<file path="src/design/sdsc_pkg.sv">
// ----------------------------------------------------------------------------
// sdsc_pkg
// types, codes and frame helpers shared by the sd spi command engine
// ----------------------------------------------------------------------------
`default_nettype none

package sdsc_pkg;

   localparam int REQ_TDATA_W = 56;
   localparam int RSP_TDATA_W = 56;

   // operation codes on the request tuser
   localparam logic OP_START  = 1'b0;
   localparam logic OP_REPORT = 1'b1;

   // response kinds
   localparam logic [2:0] KIND_R1  = 3'd0;
   localparam logic [2:0] KIND_R1B = 3'd1;
   localparam logic [2:0] KIND_R2  = 3'd2;
   localparam logic [2:0] KIND_R7  = 3'd4;

   // command indexes with a fixed crc
   localparam logic [5:0] CMD_GO_IDLE  = 6'd0;
   localparam logic [5:0] CMD_IF_COND  = 6'd8;

   localparam logic [7:0] CMD_START_MARK = 8'h40;
   localparam logic [5:0] CMD_INDEX_MASK = 6'h3F;
   localparam logic [7:0] CRC_GO_IDLE    = 8'h95;
   localparam logic [7:0] CRC_IF_COND    = 8'h87;
   localparam logic [7:0] CRC_OTHER      = 8'h8E;
   localparam logic [7:0] START_BIT_MASK = 8'h80;
   localparam logic [7:0] FILLER_BYTE    = 8'hFF;

   localparam logic [15:0] TIMEOUT_RESET = 16'd100;
   localparam logic [15:0] POLL_MAX      = 16'hFFFF;

   localparam logic [2:0] LAST_FRAME_POS = 3'd5;
   localparam logic [2:0] MAX_RESP_BYTES = 3'd5;

   typedef enum logic [2:0] {
      PH_IDLE,
      PH_SEND,
      PH_POLL,
      PH_GATHER,
      PH_BUSY,
      PH_FINAL
   } phase_type;

   typedef struct packed {
      logic        operation;
      logic [5:0]  command_index;
      logic [31:0] argument_value;
      logic [2:0]  response_kind;
      logic [7:0]  rx_byte;
   } item_type;

   typedef struct packed {
      logic        tx_valid;
      logic [7:0]  tx_byte;
      logic        chip_select;
      logic        done_res;
      logic        timed_out;
      logic [39:0] response_data;
      logic [2:0]  response_count;
   } result_type;

   typedef struct packed {
      phase_type phase;
   } core_status_type;

   // number of response bytes gathered for a kind, zero for kinds above r7
   function automatic logic [2:0] resp_len(input logic [2:0] kind);
      logic [2:0] len;
      if (kind <= KIND_R1B) begin
         len = 3'd1;
      end else if (kind == KIND_R2) begin
         len = 3'd2;
      end else if (kind <= KIND_R7) begin
         len = 3'd5;
      end else begin
         len = 3'd0;
      end
      return len;
   endfunction

   // byte of the six byte command frame at a position
   function automatic logic [7:0] frame_byte(input logic [2:0]  pos,
                                             input logic [5:0]  cmd,
                                             input logic [31:0] arg);
      logic [7:0] b;
      case (pos)
         3'd0: b = CMD_START_MARK | {2'b00, cmd & CMD_INDEX_MASK};
         3'd1: b = arg[31:24];
         3'd2: b = arg[23:16];
         3'd3: b = arg[15:8];
         3'd4: b = arg[7:0];
         default: begin
            if (cmd == CMD_GO_IDLE) begin
               b = CRC_GO_IDLE;
            end else if (cmd == CMD_IF_COND) begin
               b = CRC_IF_COND;
            end else begin
               b = CRC_OTHER;
            end
         end
      endcase
      return b;
   endfunction

endpackage

`default_nettype wire

</file>
<file path="src/design/sd_spi_command_engine.sv">
// ----------------------------------------------------------------------------
// sd_spi_command_engine
// host side sequencer for one sd card spi-mode command exchange
// ----------------------------------------------------------------------------
// a request beat is held in the input register, stepped through the combinational
// sequencer step and loaded into the result register, which offers its response
// beat; throughput: one beat per cycle while the response side does not stall
// reset: synchronous, clears both stages, sequencer goes idle, timeout = 100
`default_nettype none

module sd_spi_command_engine (
   input  wire logic                             clock,
   input  wire logic                             reset,
   // request channel
   input  wire logic                             req_tvalid,
   output logic                                  req_tready,
   // command_index[5:0], argument_value[37:6], response_kind[40:38],
   // rx_byte[48:41], zero fill above
   input  wire logic [sdsc_pkg::REQ_TDATA_W-1:0] req_tdata,
   // operation[0]
   input  wire logic                             req_tuser,
   // response channel
   output logic                                  rsp_tvalid,
   input  wire logic                             rsp_tready,
   // tx_valid[0], tx_byte[8:1], chip_select[9], done_res[10], timed_out[11],
   // response_data[51:12], response_count[54:52], zero fill above
   output logic [sdsc_pkg::RSP_TDATA_W-1:0]      rsp_tdata,
   // timeout register write
   input  wire logic                             csr_wr_en,
   input  wire logic [15:0]                      csr_wr_data
);

   sdsc_pkg::item_type        req_item;
   sdsc_pkg::item_type        held_item;
   logic                      held_valid;
   logic                      step_ready;
   logic                      step_en;
   sdsc_pkg::result_type      step_result;
   sdsc_pkg::result_type      rsp_result;
   sdsc_pkg::core_status_type core_status;

   // unpack the request beat
   assign req_item.operation      = req_tuser;
   assign req_item.command_index  = req_tdata[5:0];
   assign req_item.argument_value = req_tdata[37:6];
   assign req_item.response_kind  = req_tdata[40:38];
   assign req_item.rx_byte        = req_tdata[48:41];

   // input register: takes a new beat when it is empty or the beat it holds moves on
   sdsc_in_reg u_in_reg (
      .clock      (clock),
      .reset      (reset),
      .up_valid   (req_tvalid),
      .up_ready   (req_tready),
      .up_item    (req_item),
      .down_valid (held_valid),
      .down_ready (step_ready),
      .down_item  (held_item)
   );

   // the sequencer advances exactly when its result is loaded downstream
   assign step_en = held_valid && step_ready;

   sdsc_core u_core (
      .clock       (clock),
      .reset       (reset),
      .csr_wr_en   (csr_wr_en),
      .csr_wr_data (csr_wr_data),
      .step_en     (step_en),
      .item        (held_item),
      .result      (step_result),
      .status      (core_status)
   );

   // result register: parts the sequencer from a stalled response side
   sdsc_out_reg u_out_reg (
      .clock       (clock),
      .reset       (reset),
      .up_valid    (held_valid),
      .up_ready    (step_ready),
      .up_result   (step_result),
      .down_valid  (rsp_tvalid),
      .down_ready  (rsp_tready),
      .down_result (rsp_result)
   );

   // pack the response beat
   assign rsp_tdata = {1'b0,
                       rsp_result.response_count,
                       rsp_result.response_data,
                       rsp_result.timed_out,
                       rsp_result.done_res,
                       rsp_result.chip_select,
                       rsp_result.tx_byte,
                       rsp_result.tx_valid};

   // chip select follows the request for another exchange on every beat
   assert property (@(posedge clock) disable iff (reset)
      rsp_tvalid |-> (rsp_result.chip_select == rsp_result.tx_valid))
      else $error("chip select disagrees with tx_valid");

   // a finishing step always leaves the sequencer idle
   assert property (@(posedge clock) disable iff (reset)
      (step_en && step_result.done_res) |=> (core_status.phase == sdsc_pkg::PH_IDLE))
      else $error("sequencer not idle after finishing step");

   // a timeout carries no response bytes and always finishes the command
   assert property (@(posedge clock) disable iff (reset)
      (rsp_tvalid && rsp_result.timed_out) |->
         (rsp_result.done_res && rsp_result.response_count == 3'd0))
      else $error("timeout beat malformed");

endmodule

`default_nettype wire

</file>
<file path="src/design/sdsc_in_reg.sv">
// ----------------------------------------------------------------------------
// sdsc_in_reg
// input register stage holding one request beat
// ----------------------------------------------------------------------------
`default_nettype none

module sdsc_in_reg (
   input  wire logic               clock,
   input  wire logic               reset,
   input  wire logic               up_valid,
   output logic                    up_ready,
   input  wire sdsc_pkg::item_type up_item,
   output logic                    down_valid,
   input  wire logic               down_ready,
   output sdsc_pkg::item_type      down_item
);

   logic               valid_ff;
   logic               valid_in;
   sdsc_pkg::item_type item_ff;

   assign up_ready   = !valid_ff || down_ready;
   assign valid_in   = up_ready ? up_valid : valid_ff;
   assign down_valid = valid_ff;
   assign down_item  = item_ff;

   always_ff @(posedge clock) begin
      if (reset) begin
         valid_ff <= 1'b0;
      end else begin
         valid_ff <= valid_in;
      end
   end

   always_ff @(posedge clock) begin
      if (up_ready && up_valid) begin
         item_ff <= up_item;
      end
   end

endmodule

`default_nettype wire

</file>
<file path="src/design/sdsc_core.sv">
// ----------------------------------------------------------------------------
// sdsc_core
// command sequencer: holds the exchange state and turns one beat into a result
// ----------------------------------------------------------------------------
`default_nettype none

module sdsc_core (
   input  wire logic                    clock,
   input  wire logic                    reset,
   input  wire logic                    csr_wr_en,
   input  wire logic [15:0]             csr_wr_data,
   input  wire logic                    step_en,
   input  wire sdsc_pkg::item_type      item,
   output sdsc_pkg::result_type         result,
   output sdsc_pkg::core_status_type    status
);

   sdsc_pkg::phase_type phase_ff, phase_in;
   logic [2:0]          pos_ff, pos_in;
   logic [15:0]         poll_ff, poll_in;
   logic [5:0]          cmd_ff, cmd_in;
   logic [31:0]         arg_ff, arg_in;
   logic [2:0]          kind_ff, kind_in;
   logic [39:0]         gathered_ff, gathered_in;
   logic [15:0]         timeout_ff;

   logic [2:0]          len;
   logic [15:0]         poll_next;
   logic [7:0]          rx;

   assign status.phase = phase_ff;
   assign len          = sdsc_pkg::resp_len(kind_ff);
   assign rx           = item.rx_byte;
   // poll counter saturates
   assign poll_next    = (poll_ff == sdsc_pkg::POLL_MAX) ? poll_ff : poll_ff + 16'd1;

   always_comb begin
      phase_in    = phase_ff;
      pos_in      = pos_ff;
      poll_in     = poll_ff;
      cmd_in      = cmd_ff;
      arg_in      = arg_ff;
      kind_in     = kind_ff;
      gathered_in = gathered_ff;
      result      = '0;

      if (item.operation == sdsc_pkg::OP_START) begin
         cmd_in             = item.command_index;
         arg_in             = item.argument_value;
         kind_in            = item.response_kind;
         phase_in           = sdsc_pkg::PH_SEND;
         pos_in             = 3'd0;
         poll_in            = 16'd0;
         gathered_in        = '0;
         result.tx_valid    = 1'b1;
         result.chip_select = 1'b1;
         result.tx_byte     = sdsc_pkg::frame_byte(3'd0, item.command_index,
                                                   item.argument_value);
      end else begin
         case (phase_ff)
            sdsc_pkg::PH_SEND: begin
               result.tx_valid    = 1'b1;
               result.chip_select = 1'b1;
               if (pos_ff < sdsc_pkg::LAST_FRAME_POS) begin
                  pos_in         = pos_ff + 3'd1;
                  result.tx_byte = sdsc_pkg::frame_byte(pos_ff + 3'd1, cmd_ff, arg_ff);
               end else begin
                  phase_in       = sdsc_pkg::PH_POLL;
                  poll_in        = 16'd0;
                  pos_in         = 3'd0;
                  result.tx_byte = sdsc_pkg::FILLER_BYTE;
               end
            end
            sdsc_pkg::PH_POLL: begin
               poll_in = poll_next;
               if ((rx & sdsc_pkg::START_BIT_MASK) == 8'h00) begin
                  if (len == 3'd0) begin
                     // unknown kind ends on the start-bit byte
                     gathered_in     = '0;
                     pos_in          = 3'd0;
                     phase_in        = sdsc_pkg::PH_IDLE;
                     result.done_res = 1'b1;
                  end else begin
                     gathered_in        = {32'd0, rx};
                     pos_in             = 3'd1;
                     phase_in           = sdsc_pkg::PH_GATHER;
                     result.tx_valid    = 1'b1;
                     result.chip_select = 1'b1;
                     result.tx_byte     = sdsc_pkg::FILLER_BYTE;
                  end
               end else if (poll_next >= timeout_ff) begin
                  phase_in         = sdsc_pkg::PH_IDLE;
                  pos_in           = 3'd0;
                  gathered_in      = '0;
                  result.done_res  = 1'b1;
                  result.timed_out = 1'b1;
               end else begin
                  result.tx_valid    = 1'b1;
                  result.chip_select = 1'b1;
                  result.tx_byte     = sdsc_pkg::FILLER_BYTE;
               end
            end
            sdsc_pkg::PH_GATHER: begin
               if (pos_ff < len && pos_ff < sdsc_pkg::MAX_RESP_BYTES) begin
                  gathered_in        = gathered_ff | ({32'd0, rx} << {pos_ff, 3'b000});
                  pos_in             = pos_ff + 3'd1;
                  result.tx_valid    = 1'b1;
                  result.chip_select = 1'b1;
                  result.tx_byte     = sdsc_pkg::FILLER_BYTE;
               end else if (kind_ff == sdsc_pkg::KIND_R1B) begin
                  phase_in           = sdsc_pkg::PH_BUSY;
                  result.tx_valid    = 1'b1;
                  result.chip_select = 1'b1;
                  result.tx_byte     = sdsc_pkg::FILLER_BYTE;
               end else begin
                  phase_in              = sdsc_pkg::PH_IDLE;
                  result.done_res       = 1'b1;
                  result.response_data  = gathered_ff;
                  result.response_count = pos_ff;
               end
            end
            sdsc_pkg::PH_BUSY: begin
               if (rx == sdsc_pkg::FILLER_BYTE) begin
                  phase_in = sdsc_pkg::PH_FINAL;
               end
               result.tx_valid    = 1'b1;
               result.chip_select = 1'b1;
               result.tx_byte     = sdsc_pkg::FILLER_BYTE;
            end
            sdsc_pkg::PH_FINAL: begin
               phase_in              = sdsc_pkg::PH_IDLE;
               result.done_res       = 1'b1;
               result.response_data  = gathered_ff;
               result.response_count = pos_ff;
            end
            default: begin
               phase_in = sdsc_pkg::PH_IDLE;
            end
         endcase
      end
   end

   always_ff @(posedge clock) begin
      if (reset) begin
         phase_ff    <= sdsc_pkg::PH_IDLE;
         pos_ff      <= 3'd0;
         poll_ff     <= 16'd0;
         cmd_ff      <= 6'd0;
         arg_ff      <= 32'd0;
         kind_ff     <= 3'd0;
         gathered_ff <= 40'd0;
      end else if (step_en) begin
         phase_ff    <= phase_in;
         pos_ff      <= pos_in;
         poll_ff     <= poll_in;
         cmd_ff      <= cmd_in;
         arg_ff      <= arg_in;
         kind_ff     <= kind_in;
         gathered_ff <= gathered_in;
      end
   end

   always_ff @(posedge clock) begin
      if (reset) begin
         timeout_ff <= sdsc_pkg::TIMEOUT_RESET;
      end else if (csr_wr_en) begin
         timeout_ff <= csr_wr_data;
      end
   end

endmodule

`default_nettype wire

</file>
<file path="src/design/sdsc_out_reg.sv">
// ----------------------------------------------------------------------------
// sdsc_out_reg
// result register stage feeding the response channel
// ----------------------------------------------------------------------------
`default_nettype none

module sdsc_out_reg (
   input  wire logic                 clock,
   input  wire logic                 reset,
   input  wire logic                 up_valid,
   output logic                      up_ready,
   input  wire sdsc_pkg::result_type up_result,
   output logic                      down_valid,
   input  wire logic                 down_ready,
   output sdsc_pkg::result_type      down_result
);

   logic                 valid_ff;
   logic                 valid_in;
   sdsc_pkg::result_type result_ff;

   assign up_ready    = !valid_ff || down_ready;
   assign valid_in    = up_ready ? up_valid : valid_ff;
   assign down_valid  = valid_ff;
   assign down_result = result_ff;

   always_ff @(posedge clock) begin
      if (reset) begin
         valid_ff <= 1'b0;
      end else begin
         valid_ff <= valid_in;
      end
   end

   always_ff @(posedge clock) begin
      if (up_ready && up_valid) begin
         result_ff <= up_result;
      end
   end

endmodule

`default_nettype wire

</file>
<file path="config.mk">
export PLATFORM = sky130hd
export DESIGN_NAME = sd_spi_command_engine
export DESIGN_NICKNAME = d
export VERILOG_FILES = /design/src/design/sdsc_pkg.sv /design/src/design/sd_spi_command_engine.sv /design/src/design/sdsc_in_reg.sv /design/src/design/sdsc_core.sv /design/src/design/sdsc_out_reg.sv
export SDC_FILE = /design/constraint.sdc
export NUM_CORES = 1
export LEC_CHECK = 0
export ABC_AREA = 1
export BUFFER_PORTS_ARGS = -buffer_cell sky130_fd_sc_hd__buf_4
export CORE_ASPECT_RATIO = 1.2
export CORE_MARGIN = 2
export CORE_UTILIZATION = 45
export CTS_CLUSTER_DIAMETER = 60
export DETAILED_ROUTE_END_ITERATION = 8
export GPL_ROUTABILITY_DRIVEN = 0
export GPL_TIMING_DRIVEN = 0
export PLACE_DENSITY = 0.7
export SETUP_SLACK_MARGIN = 0.1
export SYNTH_ARGS = -nofsm -noshare
export SYNTH_HDL_FRONTEND = slang
export SYNTH_HIERARCHICAL = 1
export SYNTH_SLANG_ARGS = --single-unit
</file>
<file path="constraint.sdc">
create_clock -name clock -period 4.8 [get_ports clock]
set_clock_uncertainty 0.05 [all_clocks]
set_input_delay 0.96 -clock clock [delete_from_list [all_inputs] [get_ports clock]]
set_output_delay 0.96 -clock clock [all_outputs]
set_load 0.01 [all_outputs]
</file>
==> results.sh, run 1 <==
export IMPL_p_per_area_nw_per_um2=348
export IMPL_fin_crit_ns=3.51
export IMPL_initial_core_util_pct=45.9
export IMPL_worstSetupPathType="flop to flop"
export IMPL_synth_main_ff_cell="dfxtp_1"
export IMPL_cts_root_buf="clkbuf_16"
export IMPL_rsz0062_at_grt="false"
export IMPL_seq_area_um2=5580
export IMPL_synth_warnings=6
export IMPL_initialDrtViolationCount=511
export IMPL_fin_hold_ws_ns=0.418
export IMPL_die_h_um=175
export IMPL_top_level_ports=136
export IMPL_cts_setup_buffers=0
export IMPL_hold_depth=2
export IMPL_synth_seq_area_share_pct=50.7
export IMPL_finish_net_count=1511
export IMPL_required_ns=5.04
export IMPL_die_area_um2=25700
export IMPL_numCtsBuffers=24
export IMPL_firstDrtPassIters=5
export IMPL_clock_sinks=226
export IMPL_num_vias=8551
export IMPL_crit_path_max_fanout=9
export IMPL_synth_top_area_share_pct=28.6
export IMPL_timing_rr_start="u_core/poll_ff[0]"
export IMPL_drv_cap=0
export IMPL_r2r_end="u_out_reg/down_result[54]"
export IMPL_clk_pin_slew_ns=0.06
export IMPL_portBuffers=127
export IMPL_hp_class="flop to flop"
export IMPL_status="complete, no violations"
export IMPL_grt_pass1_wl_mm=41.4
export IMPL_worstHoldStart="u_core/timeout_ff[15]"
export IMPL_ant_nets=0
export IMPL_syn_to_final_growth_pct=20.4
export IMPL_grt_usage_pct=19.9
export IMPL_finalWirelength_mm=25.5
export IMPL_antenna_found_initial=0
export IMPL_hold_end="u_core/timeout_ff[15]"
export IMPL_drive_above_1_share_pct=25.7
export IMPL_peakVddDrop_mv=0.327
export IMPL_clockBufferDepth=3
export IMPL_remaining_drc_errors=0
export IMPL_core_area_um2=24000
export IMPL_synth_edf_count=105
export IMPL_fin_crit_sh_pct=73.1
export IMPL_dp_hpwl_mm=18.9
export IMPL_rows=62
export IMPL_grt_max_degree=33
export IMPL_drv_slew=0
export IMPL_layout_cells_most_common_list="nor2_1, nand2_1, buf_4"
export IMPL_cts_tree="yes"
export IMPL_syn_area_per_cell_um2=8.79
export IMPL_overflow=0
export IMPL_final_common_cell="nor2_1"
export IMPL_critPathCaptureType="flop"
export IMPL_tightest_slew_ns=0.777
export IMPL_crit_path_start_kind="flop"
export IMPL_r2r_cells=19
export IMPL_max_slew_margin_rel_pct=48.2
export IMPL_avgViaCountPerCell=4.90
export IMPL_grt_pass1_vias=8281
export IMPL_rrSetupSlack_ns=1.29
export IMPL_synth_area_um2=11000
export IMPL_num_fill_cells=2134
export IMPL_final_hold_violation_count=0
export IMPL_yosys_top_cells_area="edfxtp_1, dfxtp_1, nor2_1, nand2_1, a21oi_1"
export IMPL_ctsResizeCount=0
export IMPL_synth_nets=1355
export IMPL_multi_input_area_um2=4580
export IMPL_syn_inst=1252
export IMPL_h_tree_depth=1
export IMPL_synth_async_sr_flop_share_pct=0
export IMPL_arrival_ns=3.74
export IMPL_finalPower_mw=4.60
export IMPL_die_w_um=147
export IMPL_clkLatencyLatePin_ns=0.52
export IMPL_setup_ws_ns=1.29
export IMPL_setup_violations=0
export IMPL_synth_seq_cells=226
export IMPL_clock_fmax_mhz=285
export IMPL_ys_types=46
export IMPL_power_leakage_nw=5.54
export IMPL_synth_top_cell_by_area="edfxtp_1"
export IMPL_wl_per_cell_um=14.6
export IMPL_ctsHoldBuffers=0
export IMPL_diodes=0
export IMPL_pre_cts_ws_ns=1.32
where the power goes:
part / leakage [nW] / switching, mW / internal (mW)
sequential: 2.00 / 0.0487 / 2.12
combinational: 3.15 / 0.346 / 0.215
clock: 0.392 / 0.742 / 1.13
total: 5.54 / 1.14 / 3.47
Yosys cell counts, types with 8 or more instances:
master    instances
nor3_1           52
inv_1           115
ha_1             25
buf_2             8
edfxtp_1        105
clkbuf_1         31
nand2_1         184
inv_2            10
nand2_4          41
nand2_2          46
nor2_1          191
o21ai_0          73
nand4_1          14
nand3_1          32
nor2_2           41
dfxtp_1         121
a21oi_1          93
kinds of logic after synthesis:
kind of cell	share of synthesized area, %
flip-flops	50.7
other	0.0341
buffers and inverters	7.91
XOR/XNOR	0.477
adder cells (fa/ha/maj)	2.84
AND/OR/NAND/NOR	28.7
AO/OA/AOI/OAI	9.36
worst max path at each step:
stage	startpoint	endpoint	slack, ns	cells after the start
after floorplan	rsp_tready	u_out_reg/down_result[0]	0.62	2
after global placement	rsp_tready	u_out_reg/down_result[16]	-0.97	3
after detailed placement	u_core/poll_ff[0]	u_out_reg/down_result[54]	1.32	19
after CTS	u_core/poll_ff[1]	u_out_reg/down_result[54]	1.29	19
after global routing	u_core/poll_ff[0]	u_out_reg/down_result[54]	0.99	19
final	u_core/poll_ff[0]	u_out_reg/down_result[54]	1.29	19
sequential cells by signal, summed over array words and instances, names as in the netlist:
signal	cells
u_core/poll_ff	16
u_core/pos_ff	3
u_core/cmd_ff	6
u_core/kind_ff	3
u_in_reg/down_valid	1
u_core/status	3
u_core/arg_ff	32
u_out_reg/down_valid	1
u_out_reg/down_result	55
u_core/gathered_ff	40
u_in_reg/down_item	50
u_core/timeout_ff	16
layer usage:
layer  vias to the layer above  part of all wire [%]  routed length (µm)  global-route usage (%)
met3                        47                   5.2                1340                    2.88
met1                      3893                    42               10800                    25.4
li1                       4389                     -                   -                       -
met5                         -                     0                   0                       0
met4                         0                   2.9                 748                    7.24
met2                       222                    49               12600                    34.3
stage by stage:
stage	utilization [%]	TNS, ns	instances	instance area, µm²
6_report	55.3	0	1746	13200
5_1_grt	55.3	0	1746	13200
4_1_cts	55.3	0	1746	13200
3_5_place_dp	51.9	0	1702	12400
3_3_place_gp	51.6	-63.62	1699	12400
2_1_floorplan	-	0	1252	11000
final cells by class:
class	count	share of cell area, %
clock inverter	13	1.11
timing repair buffer	130	7.65
sequential	226	42.1
multi-input combinational	839	34.6
buffer	57	2.78
clock buffer	31	4.97
inverter	130	3.80
tap	320	3.02
critical path: stages (launching register included):
cell	delay [ns]
dfxtp_1	0.39
ha_1	0.20
nand2_2	0.08
nor2_4	0.13
nand3_2	0.12
nor2_4	0.15
nand2_2	0.10
nor2_2	0.10
nand2_1	0.13
nand3_1	0.10
nand2_1	0.08
ha_1	0.30
nand4_1	0.10
nor3_1	0.22
nand2_1	0.17
nand2_1	0.10
nand2_1	0.08
nand3_1	0.27
nand4_1	0.20
buf_4	0.18
Note: power is estimated with default switching activity, not from simulation.
==> run 2: changes to the inputs <==
--- a/config.mk
+++ b/config.mk
@@ -5,7 +5,7 @@
 export SDC_FILE = /design/constraint.sdc
 export NUM_CORES = 1
 export LEC_CHECK = 0
-export ABC_AREA = 1
+export ABC_AREA = 0
 export BUFFER_PORTS_ARGS = -buffer_cell sky130_fd_sc_hd__buf_4
 export CORE_ASPECT_RATIO = 1.2
 export CORE_MARGIN = 2
@@ -14,7 +14,7 @@
 export DETAILED_ROUTE_END_ITERATION = 8
 export GPL_ROUTABILITY_DRIVEN = 0
 export GPL_TIMING_DRIVEN = 0
-export PLACE_DENSITY = 0.7
+export PLACE_DENSITY = 0.71
 export SETUP_SLACK_MARGIN = 0.1
 export SYNTH_ARGS = -nofsm -noshare
 export SYNTH_HDL_FRONTEND = slang
==> constraint.sdc (replaced) <==
create_clock -name clock -period 3.31 [get_ports clock]
set_clock_uncertainty 0.05 [all_clocks]
set_input_delay 0.662 -clock clock [delete_from_list [all_inputs] [get_ports clock]]
set_output_delay 0.662 -clock clock [all_outputs]
set_load 0.01 [all_outputs]
==> results.sh, run 2 <==
export IMPL_seq_power_share_pct=50.4
export IMPL_synth_top_cell_by_area="edfxtp_1"
export IMPL_setup_ws_ns=-0.152
export IMPL_crit_path_max_fanout=7
export IMPL_setup_violations=55
export IMPL_drv_cap=0
export IMPL_p_sw_share_pct=21.8
export IMPL_layout_cells_most_common_list="buf_4, nand2_1, dfxtp_1"
export IMPL_initial_core_util_pct=45.7
export IMPL_synth_async_sr_flop_share_pct=0
export IMPL_cts_tree="yes"
export IMPL_core_area_um2=20900
export IMPL_violations="setup timing"
export IMPL_synth_nets=957
export IMPL_clock_sinks=226
export IMPL_antenna_found_initial=0
export IMPL_finalSetupTns_ns=-3.02
export IMPL_ys_types=74
export IMPL_pre_cts_ws_ns=-0.535
export IMPL_diodes=0
export IMPL_die_area_um2=22400
export IMPL_hold_depth=1
export IMPL_ant_nets=0
export IMPL_initialDrtViolationCount=501
export IMPL_largest_register_ffs=55
export IMPL_syn_to_final_growth_pct=28.3
export IMPL_cpPeakStageDelay_ns=0.33
export IMPL_drv_slew=0
export IMPL_p_per_area_nw_per_um2=496
export IMPL_grt_max_degree=56
export IMPL_synth_warnings=6
export IMPL_stdcell_area_um2=12300
export IMPL_p_clk_share_pct=42.4
export IMPL_clkLatencyLatePin_ns=0.52
export IMPL_power_leakage_nw=4.91
export IMPL_internal_power_mw=4.76
export IMPL_p_comb_share_pct=7.2
export IMPL_syn_inst=854
export IMPL_worstSetupPathType="flop to flop"
export IMPL_synthTopCellsByCount="dfxtp_1, nand2_1, edfxtp_1"
export IMPL_worstHoldStart="req_tdata[41]"
export IMPL_r2r_cells=18
export IMPL_overflow=0
export IMPL_die_h_um=164
export IMPL_grt_pass1_wl_mm=34.4
export IMPL_peakVddDrop_mv=0.449
export IMPL_clock_fmax_mhz=289
export IMPL_grt_usage_pct=19.2
export IMPL_numCtsBuffers=22
export IMPL_r2r_end="u_core/status[0]"
export IMPL_hp_class="primary input to flop"
export IMPL_synth_edf_count=105
export IMPL_dp_hpwl_mm=15.1
export IMPL_cp_slowest_cell="nor3_4"
export IMPL_wl_per_cell_um=16.8
export IMPL_final_common_cell="buf_4"
export IMPL_portBuffers=126
export IMPL_synth_top_area_share_pct=33.0
export IMPL_synth_main_ff_cell="dfxtp_1"
export IMPL_fin_hold_ws_ns=0.266
export IMPL_finalWirelength_mm=22.2
export IMPL_rsz0062_at_grt="true"
export IMPL_yosysMostFrequentCell="dfxtp_1"
export IMPL_finish_net_count=1138
export IMPL_timing_rr_start="u_core/poll_ff[7]"
export IMPL_fin_crit_sh_pct=105
export IMPL_critPathCaptureType="flop"
export IMPL_placed_cell_area_um2=10900
export IMPL_synth_seq_area_share_pct=58.3
export IMPL_hold_end="u_in_reg/down_item[0]"
export IMPL_max_slew_margin_rel_pct=49.2
export IMPL_tightest_slew_ns=0.754
export IMPL_rows=58
export IMPL_drive_above_1_share_pct=28.0
export IMPL_rrSetupSlack_ns=-0.15
export IMPL_fin_crit_ns=3.46
export IMPL_p_switching_mw=1.33
export IMPL_die_w_um=137
export IMPL_final_hold_violation_count=0
export IMPL_avgViaCountPerCell=5.36
export IMPL_synth_seq_cells=226
export IMPL_ctsHoldBuffers=0
export IMPL_crit_chain="buf_6 > and4_1 > buf_6 > and4_4 > nand3_2 > a31oi_1 > mux2i_1 > ha_1 > nand4_1 > nor3_4 > buf_6 > a2bb2oi_4 > buf_12 > nand4b_4 > buf_4 > buf_6 > a31oi_2 > a311oi_1"
export IMPL_finalPower_mw=6.08
export IMPL_top_level_ports=136
export IMPL_remaining_drc_errors=0
export IMPL_firstDrtPassIters=7
export IMPL_num_vias=7081
export IMPL_required_ns=3.66
export IMPL_arrival_ns=3.81
export IMPL_grt_pass1_vias=6814
export IMPL_num_fill_cells=1733
export IMPL_synth_area_um2=9560
export IMPL_crit_path_start_kind="flop"
export IMPL_status="finished with violations"
export IMPL_clk_pin_slew_ns=0.07
export IMPL_crit_top_cell="buf_6"
export IMPL_clockBufferDepth=3
export IMPL_cts_root_buf="clkbuf_16"
export IMPL_h_tree_depth=1
export IMPL_yosys_top_cells_area="edfxtp_1, dfxtp_1, nand2_1, a22o_1, and3_1"
export IMPL_syn_area_per_cell_um2=11.2
-- run 2: cell types whose count changed after synthesis, sizes merged, moves of 18 or more --
cell   delta
mux2i    +18
nor3     -41
nand3    -25
a21oi    -36
inv     -100
nor2    -196
nand2   -154
and3     +53
o21ai    -56
a22o     +47
-- run 2: logic make-up (layout without fill, tap and decap cells) --
family | Yosys count | count (layout) | synth area share (%)
DFF | 226 | 226 | 58.3
adders and majority gates | 25 | 25 | 3.27
AOI/OAI and AO/OA | 207 | 207 | 15.8
muxes | 19 | 19 | 2.00
and+or+nand+nor | 279 | 279 | 14.9
other | 1 | 1 | 0.0392
xor gates and xnor gates | 12 | 12 | 1.10
buffers and inverters | 85 | 282 | 4.52
-- run 2: worst max-delay path by stage --
stage	start	slack, ns	to	cells past startpoint
final	u_core/poll_ff[7]	-0.15	u_core/status[0]	18
after CTS	u_core/poll_ff[7]	-0.05	u_out_reg/down_result[54]	16
after global routing	u_core/poll_ff[7]	-0.36	u_core/status[0]	18
after floorplan	u_core/poll_ff[4]	0.09	u_out_reg/down_result[54]	13
after global placement	u_core/poll_ff[0]	-0.53	u_core/gathered_ff[36]	15
after detailed placement	u_core/poll_ff[0]	-0.54	u_core/gathered_ff[36]	15
-- run 2: critical path: cells and delay by family, from the launching register on --
family	cells	cell delay, ns
muxes	1	0.12
adders and majority gates	1	0.30
AOI/OAI and AO/OA	4	0.66
DFF	1	0.32
buffers and inverters	6	0.73
and+or+nand+nor	6	1.14
-- run 2: power groups by stage --
stage / Sequential, mW / Clock (mW) / Combinational, mW
floorplan: 3.13 / 0 / 0.205
global placement: 3.13 / 0 / 0.380
detailed placement: 3.13 / 0 / 0.386
CTS: 3.07 / 2.63 / 0.419
global route: 3.07 / 2.76 / 0.477
finish: 3.07 / 2.58 / 0.435
-- run 2: final cells by class --
class	count	area, µm²	area share, %
Multi-Input combinational cell	543	3790	30.9
Clock buffer	29	608	4.96
Clock inverter	11	150	1.22
Timing Repair Buffer	157	1290	10.6
Tap cell	270	338	2.75
Inverter	29	109	0.887
Sequential cell	226	5610	45.7
Buffer	56	364	2.97
-- run 2: timing repair --
| action | in CTS | in global routing |
|---|---|---|
| pin swaps | 36 | 34 |
| gates cloned | 2 | 3 |
| endpoints found under the setup margin | 58 | 57 |
| buffers inserted | 19 | 7 |
| resized for setup | 58 | 19 |
-- run 2: routing by layer --
| metal | share of wire [%] | track usage [%] | wire length (µm) |
|---|---|---|---|
| met5 | 0 | 0 | 0 |
| met2 | 50 | 33.3 | 11200 |
| met1 | 41 | 24.8 | 9180 |
| met3 | 5.3 | 2.42 | 1180 |
| met4 | 3.3 | 6.61 | 726 |
-- run 2: per-stage QoR --
stage | cells | utilization, %
6_report | 1321 | 58.7
3_3_place_gp | 1250 | 52.0
4_1_cts | 1311 | 57.6
2_1_floorplan | 854 | -
3_5_place_dp | 1250 | 52.0
5_1_grt | 1321 | 58.7
